--- src/design/cst_pkg.sv ---
// shared types and constants of the character stream tokenizer
`timescale 1ns / 1ps

package cst_pkg;

   localparam int POSITION_BITS_DEFAULT = 16;
   localparam int LENGTH_BITS_DEFAULT   = 8;
   localparam int KIND_BITS             = 4;
   localparam int CHAR_BITS             = 8;
   localparam int QUEUE_DEPTH           = 4;

   localparam logic [KIND_BITS-1:0] KIND_LBRACE     = 4'd0;
   localparam logic [KIND_BITS-1:0] KIND_RBRACE     = 4'd1;
   localparam logic [KIND_BITS-1:0] KIND_CARET      = 4'd2;
   localparam logic [KIND_BITS-1:0] KIND_LESS       = 4'd3;
   localparam logic [KIND_BITS-1:0] KIND_LESS_EQ    = 4'd4;
   localparam logic [KIND_BITS-1:0] KIND_GREATER    = 4'd5;
   localparam logic [KIND_BITS-1:0] KIND_GREATER_EQ = 4'd6;
   localparam logic [KIND_BITS-1:0] KIND_PLUS       = 4'd7;
   localparam logic [KIND_BITS-1:0] KIND_MINUS      = 4'd8;
   localparam logic [KIND_BITS-1:0] KIND_CONST      = 4'd9;
   localparam logic [KIND_BITS-1:0] KIND_IDENT      = 4'd10;

   localparam logic [CHAR_BITS-1:0] CHAR_NEWLINE = 8'h0A;
   localparam logic [CHAR_BITS-1:0] CHAR_PLUS    = 8'h2B;
   localparam logic [CHAR_BITS-1:0] CHAR_MINUS   = 8'h2D;
   localparam logic [CHAR_BITS-1:0] CHAR_DIGIT_0 = 8'h30;
   localparam logic [CHAR_BITS-1:0] CHAR_DIGIT_9 = 8'h39;
   localparam logic [CHAR_BITS-1:0] CHAR_LESS    = 8'h3C;
   localparam logic [CHAR_BITS-1:0] CHAR_EQUAL   = 8'h3D;
   localparam logic [CHAR_BITS-1:0] CHAR_GREATER = 8'h3E;
   localparam logic [CHAR_BITS-1:0] CHAR_UPPER_A = 8'h41;
   localparam logic [CHAR_BITS-1:0] CHAR_UPPER_Z = 8'h5A;
   localparam logic [CHAR_BITS-1:0] CHAR_CARET   = 8'h5E;
   localparam logic [CHAR_BITS-1:0] CHAR_LOWER_A = 8'h61;
   localparam logic [CHAR_BITS-1:0] CHAR_LOWER_Z = 8'h7A;
   localparam logic [CHAR_BITS-1:0] CHAR_LBRACE  = 8'h7B;
   localparam logic [CHAR_BITS-1:0] CHAR_RBRACE  = 8'h7D;

   // which of the two token slots a byte fills
   typedef struct packed {
      logic first_valid;
      logic second_valid;
   } push_type;

endpackage

--- src/design/char_stream_tokenizer.sv ---
// top level of the character stream tokenizer
`timescale 1ns / 1ps

// Takes one source byte per transfer and emits tokens (kind, start line, start
// column, length) on the result stream, tlast marking the last token a byte
// caused. A byte is scanned in the cycle it is taken: position counters and
// the run state update at that edge and its tokens enter a four-entry token
// queue, which drains one token per cycle while the receiver is ready. A new
// byte is taken every cycle while the queue holds at most two tokens, so the
// sustained rate, with the receiver ready, is one byte per cycle when each
// byte causes at most one token, and set by the one-token-per-cycle drain
// otherwise. A byte's first token is visible the cycle after it is taken
// when the queue was empty. After the byte marked with tlast the pending
// token is flushed and line and column keep counting.

module char_stream_tokenizer #(
   parameter int POSITION_BITS = cst_pkg::POSITION_BITS_DEFAULT,
   parameter int LENGTH_BITS   = cst_pkg::LENGTH_BITS_DEFAULT,
   localparam int TOK_W   = cst_pkg::KIND_BITS + 2 * POSITION_BITS + LENGTH_BITS + 1,
   localparam int TDATA_W = ((TOK_W - 1 + 7) / 8) * 8
) (
   input  logic               clock,
   input  logic               reset,
   input  logic               req_tvalid,
   output logic               req_tready,
   input  logic [7:0]         req_tdata,   // char_byte
   input  logic               req_tlast,   // final_byte
   output logic               rsp_tvalid,
   input  logic               rsp_tready,
   output logic [TDATA_W-1:0] rsp_tdata,   // token_kind, token_line, token_column, token_length
   output logic               rsp_tlast    // last_of_run
);

   cst_pkg::push_type push;
   logic [TOK_W-1:0]  first_tok, second_tok, out_tok;
   logic              accept;

   assign accept = req_tvalid && req_tready;

   cst_scanner #(
      .POSITION_BITS (POSITION_BITS),
      .LENGTH_BITS   (LENGTH_BITS)
   ) u_scanner (
      .clock      (clock),
      .reset      (reset),
      .accept     (accept),
      .char_byte  (req_tdata),
      .final_byte (req_tlast),
      .push       (push),
      .first_tok  (first_tok),
      .second_tok (second_tok)
   );

   cst_token_queue #(
      .TOK_W (TOK_W)
   ) u_queue (
      .clock      (clock),
      .reset      (reset),
      .push       (push),
      .first_tok  (first_tok),
      .second_tok (second_tok),
      .room       (req_tready),
      .out_valid  (rsp_tvalid),
      .out_ready  (rsp_tready),
      .out_tok    (out_tok)
   );

   assign rsp_tdata = TDATA_W'(out_tok[TOK_W-2:0]);
   assign rsp_tlast = out_tok[TOK_W-1];

endmodule

--- src/design/cst_scanner.sv ---
// scan state, position counters and token forming for one byte per cycle while bytes are accepted
`timescale 1ns / 1ps

module cst_scanner #(
   parameter int POSITION_BITS = cst_pkg::POSITION_BITS_DEFAULT,
   parameter int LENGTH_BITS   = cst_pkg::LENGTH_BITS_DEFAULT,
   localparam int TOK_W = cst_pkg::KIND_BITS + 2 * POSITION_BITS + LENGTH_BITS + 1
) (
   input  logic                           clock,
   input  logic                           reset,
   input  logic                           accept,
   input  logic [cst_pkg::CHAR_BITS-1:0]  char_byte,
   input  logic                           final_byte,
   output cst_pkg::push_type              push,
   output logic [TOK_W-1:0]               first_tok,
   output logic [TOK_W-1:0]               second_tok
);

   localparam logic [2:0] MODE_IDLE    = 3'd0;
   localparam logic [2:0] MODE_LESS    = 3'd1;
   localparam logic [2:0] MODE_GREATER = 3'd2;
   localparam logic [2:0] MODE_CONST   = 3'd3;
   localparam logic [2:0] MODE_IDENT   = 3'd4;

   localparam logic [POSITION_BITS-1:0] POS_MAX = '1;
   localparam logic [POSITION_BITS-1:0] POS_ONE = POSITION_BITS'(1);
   localparam logic [LENGTH_BITS-1:0]   LEN_MAX = '1;
   localparam logic [LENGTH_BITS-1:0]   LEN_ONE = LENGTH_BITS'(1);
   localparam logic [LENGTH_BITS-1:0]   LEN_TWO = LENGTH_BITS'(2);

   logic [2:0]               mode_ff, mode_in;
   logic [POSITION_BITS-1:0] line_ff, line_in, col_ff, col_in;
   logic [POSITION_BITS-1:0] sline_ff, sline_in, scol_ff, scol_in;
   logic [LENGTH_BITS-1:0]   run_ff, run_in;

   logic                          is_digit, is_letter, is_eq;
   logic                          t0_valid, consumed, extend;
   logic [cst_pkg::KIND_BITS-1:0] t0_kind;
   logic [LENGTH_BITS-1:0]        t0_len;
   logic                          s_valid, new_run;
   logic [cst_pkg::KIND_BITS-1:0] s_kind;
   logic [2:0]                    new_mode;
   logic                          f_valid;
   logic [cst_pkg::KIND_BITS-1:0] f_kind;
   logic [TOK_W-1:0]              t0_tok, t1_tok;
   logic                          t1_valid;

   function automatic logic [TOK_W-1:0] pack_tok(
      input logic [cst_pkg::KIND_BITS-1:0] kind,
      input logic [POSITION_BITS-1:0]      line,
      input logic [POSITION_BITS-1:0]      col,
      input logic [LENGTH_BITS-1:0]        len,
      input logic                          last
   );
      return {last, len, col, line, kind};
   endfunction

   assign is_digit  = (char_byte >= cst_pkg::CHAR_DIGIT_0) && (char_byte <= cst_pkg::CHAR_DIGIT_9);
   assign is_letter = ((char_byte >= cst_pkg::CHAR_UPPER_A) && (char_byte <= cst_pkg::CHAR_UPPER_Z))
                   || ((char_byte >= cst_pkg::CHAR_LOWER_A) && (char_byte <= cst_pkg::CHAR_LOWER_Z));
   assign is_eq     = (char_byte == cst_pkg::CHAR_EQUAL);

   // token closed by the pending state
   always_comb begin
      t0_valid = 1'b0;
      t0_kind  = cst_pkg::KIND_LESS;
      t0_len   = run_ff;
      extend   = 1'b0;
      consumed = 1'b0;
      unique case (mode_ff) inside
         MODE_LESS, MODE_GREATER: begin
            t0_valid = 1'b1;
            if (is_eq) begin
               consumed = 1'b1;
               t0_len   = LEN_TWO;
               t0_kind  = (mode_ff == MODE_LESS) ? cst_pkg::KIND_LESS_EQ
                                                 : cst_pkg::KIND_GREATER_EQ;
            end else begin
               t0_kind  = (mode_ff == MODE_LESS) ? cst_pkg::KIND_LESS
                                                 : cst_pkg::KIND_GREATER;
            end
         end
         MODE_CONST: begin
            extend   = is_digit;
            consumed = is_digit;
            t0_valid = !is_digit;
            t0_kind  = cst_pkg::KIND_CONST;
         end
         MODE_IDENT: begin
            extend   = is_digit || is_letter;
            consumed = is_digit || is_letter;
            t0_valid = !(is_digit || is_letter);
            t0_kind  = cst_pkg::KIND_IDENT;
         end
         default: ;
      endcase
   end

   // the byte taken fresh
   always_comb begin
      s_valid  = 1'b0;
      s_kind   = cst_pkg::KIND_LBRACE;
      new_run  = 1'b0;
      new_mode = MODE_IDLE;
      if (!consumed) begin
         case (char_byte)
            cst_pkg::CHAR_LBRACE: begin s_valid = 1'b1; s_kind = cst_pkg::KIND_LBRACE; end
            cst_pkg::CHAR_RBRACE: begin s_valid = 1'b1; s_kind = cst_pkg::KIND_RBRACE; end
            cst_pkg::CHAR_CARET:  begin s_valid = 1'b1; s_kind = cst_pkg::KIND_CARET; end
            cst_pkg::CHAR_PLUS:   begin s_valid = 1'b1; s_kind = cst_pkg::KIND_PLUS; end
            cst_pkg::CHAR_MINUS:  begin s_valid = 1'b1; s_kind = cst_pkg::KIND_MINUS; end
            cst_pkg::CHAR_LESS:   begin new_run = 1'b1; new_mode = MODE_LESS; end
            cst_pkg::CHAR_GREATER: begin new_run = 1'b1; new_mode = MODE_GREATER; end
            default: begin
               if (is_digit) begin
                  new_run  = 1'b1;
                  new_mode = MODE_CONST;
               end else if (is_letter) begin
                  new_run  = 1'b1;
                  new_mode = MODE_IDENT;
               end
            end
         endcase
      end
   end

   // run state after this byte, before the end-of-source flush
   always_comb begin
      mode_in  = MODE_IDLE;
      sline_in = sline_ff;
      scol_in  = scol_ff;
      run_in   = run_ff;
      if (extend) begin
         mode_in = mode_ff;
         if (run_ff != LEN_MAX) begin
            run_in = run_ff + LEN_ONE;
         end
      end else if (new_run) begin
         mode_in  = new_mode;
         sline_in = line_ff;
         scol_in  = col_ff;
         run_in   = LEN_ONE;
      end
   end

   always_comb begin
      f_valid = final_byte && (mode_in != MODE_IDLE);
      unique case (mode_in)
         MODE_LESS:    f_kind = cst_pkg::KIND_LESS;
         MODE_GREATER: f_kind = cst_pkg::KIND_GREATER;
         MODE_CONST:   f_kind = cst_pkg::KIND_CONST;
         default:      f_kind = cst_pkg::KIND_IDENT;
      endcase
   end

   always_comb begin
      line_in = line_ff;
      col_in  = col_ff;
      if (char_byte == cst_pkg::CHAR_NEWLINE) begin
         if (line_ff != POS_MAX) begin
            line_in = line_ff + POS_ONE;
         end
         col_in = POS_ONE;
      end else if (col_ff != POS_MAX) begin
         col_in = col_ff + POS_ONE;
      end
   end

   // a fresh single-character token and the flush never meet
   assign t1_valid = s_valid || f_valid;
   assign t0_tok   = pack_tok(t0_kind, sline_ff, scol_ff, t0_len, !t1_valid);
   assign t1_tok   = s_valid ? pack_tok(s_kind, line_ff, col_ff, LEN_ONE, 1'b1)
                             : pack_tok(f_kind, sline_in, scol_in, run_in, 1'b1);

   // tokens enter the queue only on a byte transfer
   assign push.first_valid  = accept && (t0_valid || t1_valid);
   assign push.second_valid = accept && t0_valid && t1_valid;
   assign first_tok         = t0_valid ? t0_tok : t1_tok;
   assign second_tok        = t1_tok;

   always_ff @(posedge clock) begin
      if (reset) begin
         mode_ff  <= MODE_IDLE;
         line_ff  <= POS_ONE;
         col_ff   <= POS_ONE;
         sline_ff <= '0;
         scol_ff  <= '0;
         run_ff   <= '0;
      end else if (accept) begin
         mode_ff  <= final_byte ? MODE_IDLE : mode_in;
         line_ff  <= line_in;
         col_ff   <= col_in;
         sline_ff <= sline_in;
         scol_ff  <= scol_in;
         run_ff   <= run_in;
      end
   end

endmodule

--- src/design/cst_token_queue.sv ---
// small token queue that takes up to two tokens and gives one per cycle while the reader is ready
`timescale 1ns / 1ps

module cst_token_queue #(
   parameter int TOK_W = 45
) (
   input  logic              clock,
   input  logic              reset,
   input  cst_pkg::push_type push,
   input  logic [TOK_W-1:0]  first_tok,
   input  logic [TOK_W-1:0]  second_tok,
   output logic              room,
   output logic              out_valid,
   input  logic              out_ready,
   output logic [TOK_W-1:0]  out_tok
);

   localparam int DEPTH = cst_pkg::QUEUE_DEPTH;
   localparam int PTR_W = $clog2(DEPTH);
   localparam int CNT_W = $clog2(DEPTH + 1);

   logic [TOK_W-1:0] entry_ff [DEPTH];
   logic [PTR_W-1:0] wr_ff, wr_in, rd_ff, rd_in;
   logic [CNT_W-1:0] cnt_ff, cnt_in;
   logic             pop;
   logic [CNT_W-1:0] push_n;

   assign out_valid = (cnt_ff != '0);
   assign out_tok   = entry_ff[rd_ff];
   assign pop       = out_valid && out_ready;
   // room for the two tokens one byte can cause
   assign room      = (cnt_ff <= CNT_W'(DEPTH - 2));
   assign push_n    = CNT_W'(push.first_valid) + CNT_W'(push.second_valid);

   assign wr_in  = wr_ff + PTR_W'(push_n);
   assign rd_in  = rd_ff + PTR_W'(pop);
   assign cnt_in = cnt_ff + push_n - CNT_W'(pop);

   always_ff @(posedge clock) begin
      if (push.first_valid) begin
         entry_ff[wr_ff] <= first_tok;
      end
      if (push.second_valid) begin
         entry_ff[wr_ff + PTR_W'(1)] <= second_tok;
      end
   end

   always_ff @(posedge clock) begin
      if (reset) begin
         wr_ff  <= '0;
         rd_ff  <= '0;
         cnt_ff <= '0;
      end else begin
         wr_ff  <= wr_in;
         rd_ff  <= rd_in;
         cnt_ff <= cnt_in;
      end
   end

endmodule

--- config.mk ---
export PLATFORM = sky130hd
export DESIGN_NAME = char_stream_tokenizer
export DESIGN_NICKNAME = d
export VERILOG_FILES = /design/src/design/cst_pkg.sv /design/src/design/char_stream_tokenizer.sv /design/src/design/cst_scanner.sv /design/src/design/cst_token_queue.sv
export SDC_FILE = /design/constraint.sdc
export NUM_CORES = 1
export LEC_CHECK = 0
export ABC_AREA = 1
export BUFFER_PORTS_ARGS = -buffer_cell sky130_fd_sc_hd__buf_2
export CORE_MARGIN = 10
export CORE_UTILIZATION = 50
export CTS_BUF_LIST = sky130_fd_sc_hd__clkbuf_4
export CTS_CLUSTER_SIZE = 14
export DETAILED_ROUTE_END_ITERATION = 12
export PLACE_DENSITY_LB_ADDON = 0.2
export SYNTH_ARGS = -nofsm -noshare
export SYNTH_HDL_FRONTEND = slang
export SYNTH_HIERARCHICAL = 1
export SYNTH_SLANG_ARGS = --single-unit
--- constraint.sdc ---
create_clock -name clock -period 5.91 [get_ports clock]
set_input_delay 1.182 -clock clock [delete_from_list [all_inputs] [get_ports clock]]
set_output_delay 1.182 -clock clock [all_outputs]
set_load 0.02 [all_outputs]
==> metrics.txt <==
Die Wd=196 um; Vias=13400; routed len/inst=15.5 um; CTS buffer count=slightly above 70; layout cells sized above 1=13.4%; clock latency on the worst-skew pair=0.66 ns; r2r endpoint=u_queue/cnt_ff[2]; I/O Buffers=59; minimum clock period=3.90 ns; die span in y=~200 um; FF-to-FF setup slack=2.50 ns; CTS tree=done; core region area=around 31000 um2; Max Cap Viol=0; Gate Count Post-Synth=2043; startpoint types=flip-flop; Synth Warn #=6; commonest non-fill, non-tap cells in the layout=nand2_1 (581), inv_1 (252), o21ai_0 (245); Syn Std Cell Area=~16000 um2; worst hold start=u_scanner/line_ff[14]; ys async rst share=0%; Worst VDD drop=160 uV; slew at the pin closest to its max-slew limit=a little over 1 ns; Hold Vio Cnt, Final=0; Area growth syn-to-layout=8.67%; Fin Hold WS=0.494 ns; arrival time at the worst endpoint=2.72 ns; Resized Gates After CTS=0; hold-critical path depth=2; Residual DRC=0; slew margin rel.=32.5%; DRT iter0 DRCs=1153; Layout Cells excl Fill=about 2500; DRT Wirelength=between 30000 and 40000 um; worst path required time=4.73 ns; FF-to-FF Start=u_queue/cnt_ff[0]; final setup skew=~0.041 ns; drt pass-1 iters=5; RSZ-0062 raised after global routing=no; Main synth FF type=edfxtp_1; number of synthesized flops with an enable pin=180; GRT Residual Overflow=0; Hold Buf Count CTS=0; pin count of the biggest net entering global routing=91; Root Driver=clkbuf_4; total track usage=between 20% and 30%; TritonCTS sink count=262; pins over their slew limit=0; starting density of the core=between 50% and 60%; clock buffer depth=3; Syn Area/Cell=7.59 um2; initial antenna violation count=2; Avg Vias per Cell=approximately 5.3; commonest non-fill, non-tap cell in the layout=nand2_1; post-route ant nets=0; Final Wtd Congestion=~0.87; r2r worst-path depth=14; IO Count=64; htree depth=3; final setup fails=0; Clk pin slew, worst setup/hold paths=roughly 0.060 ns; Post-DP HPWL=roughly 24000 um; sequential share of the synthesized area=45.4%; flops & latches, synth=between 200 and 300; Yosys cell types=48; Power Density=335 nW/um2; dpl cells=roughly 2400; Placement Rows=64; Worst Setup End Kind=output port; number of global-route vias before repair=between 10000 and 15000; kind of critical path=reg2out; Worst Setup Slack post-DPL=1.59 ns; run status=finished clean; global-route wire length before repair=about 64000 um; setup bufs post-CTS=0; Hold EP=u_scanner/line_ff[14]; Lkg Pwr=7.21 nW; maximum clock frequency=roughly 260 MHz; Setup WS post-layout=2.01 ns; final period utilization=66.0%; CP max FO=slightly above 70; layout net count=2103; Hold WC Path Type=reg2reg; total die area=roughly 38000 um2
[layout make-up]
type                       instances  area (um2)
fill                            2871       13700
tap                              396         495
timing repair buffer              76         423
antenna                            1        2.50
multi-input combinational       1400        6930
inverter                         269        1010
clock inverter                    17        91.3
sequential                       262        7050
clock buffer                     112         841
[kinds of logic after synthesis]
logic type      synth area share (%)
compound gates                  14.0
xor+xnor                       0.960
fa+ha+maj                      0.855
buf+inv                         10.3
flops                           45.4
other cells                   0.0484
simple gates                    28.4
[metrics by stage]
step	area (um2)	TNS (ns)	util, %	power, mW
global route	16900	0	55.1	6.06
CTS	16800	0	55.1	5.71
detailed placement	15900	0	52.0	4.05
floorplan	15500	-47.10	-	3.56
finish	16900	0	55.1	5.65
global placement	15900	0	52.0	4.00
[Yosys cell counts, types with 2 or more instances]
cell      number  area, um2
nor4_1         4       25.0
o31ai_1        4       30.0
nand2_2        4       25.0
or2_2          3       18.8
a21oi_1       90        450
inv_1        253        950
buf_2         44        220
edfxtp_1     180       5410
buf_4          9       67.6
nor2_4         3       33.8
a211oi_1       3       22.5
dfxtp_1       82       1640
nor3_1        18       90.1
nand2_4       24        270
nor2_2         3       18.8
clkbuf_1      42        158
nand3_2       27        270
nand4_1       15       93.8
inv_2         13       48.8
nand3_1      126        631
o21ai_0      245       1230
buf_12         3       60.1
nor2_1       115        432
nor3b_1        2       15.0
xor2_1        16        140
buf_1          8       30.0
conb_1         2       7.51
nor2_8         2       40.0
ha_1           9        113
o21ai_1        9       45.0
clkbuf_2       9       45.0
and2_1        33        206
o211ai_1      48        360
nand2_1      581       2180
[routing by layer]
layer | part of all wire, % | wire length [um] | vias to the layer above | track usage (%)
met5 | 0 | 0 | - | 0
li1 | - | - | 6780 | -
met2 | 44 | 17400 | 462 | 31.5
met4 | 1.9 | 729 | 0 | 6.87
met3 | 7.6 | 3000 | 58 | 3.72
met1 | 46 | 18300 | 6119 | 27.7
[registers in the layout (all words and copies together) (netlist names)]
register	cells
u_scanner/col_ff	16
u_scanner/mode_ff	3
u_scanner/run_ff	8
u_queue/entry_ff	180
u_scanner/scol_ff	16
u_queue/wr_ff	2
u_queue/cnt_ff	3
u_queue/rd_ff	2
u_scanner/sline_ff	16
u_scanner/line_ff	16
[critical path, cell delays in order, from the launching register on]
cell and delay (ns):
dfxtp_4 0.76, buf_4 0.62, a21oi_1 0.14, o21ai_0 0.10, nand2_1 0.18, buf_2 0.21
[power breakdown]
part / switching, mW / internal, mW
sequential: 0.150 / 2.13
clock: 0.746 / 0.904
combinational: 1.17 / 0.551
[how the worst max path moves through the flow]
stage	startpoint	end	slack (ns)	depth (start not counted)
floorplan	req_tdata[1]	u_queue/entry_ff[3][0]	-0.26	12
global placement	req_tdata[1]	u_queue/cnt_ff[2]	1.66	20
detailed placement	req_tdata[1]	u_queue/cnt_ff[2]	1.59	20
CTS	u_queue/rd_ff[0]	rsp_tlast	1.91	5
global route	u_queue/rd_ff[0]	rsp_tdata[19]	1.69	5
finish	u_queue/rd_ff[0]	rsp_tdata[19]	2.01	5
No activity file was read; power rests on OpenSTA's default activity.
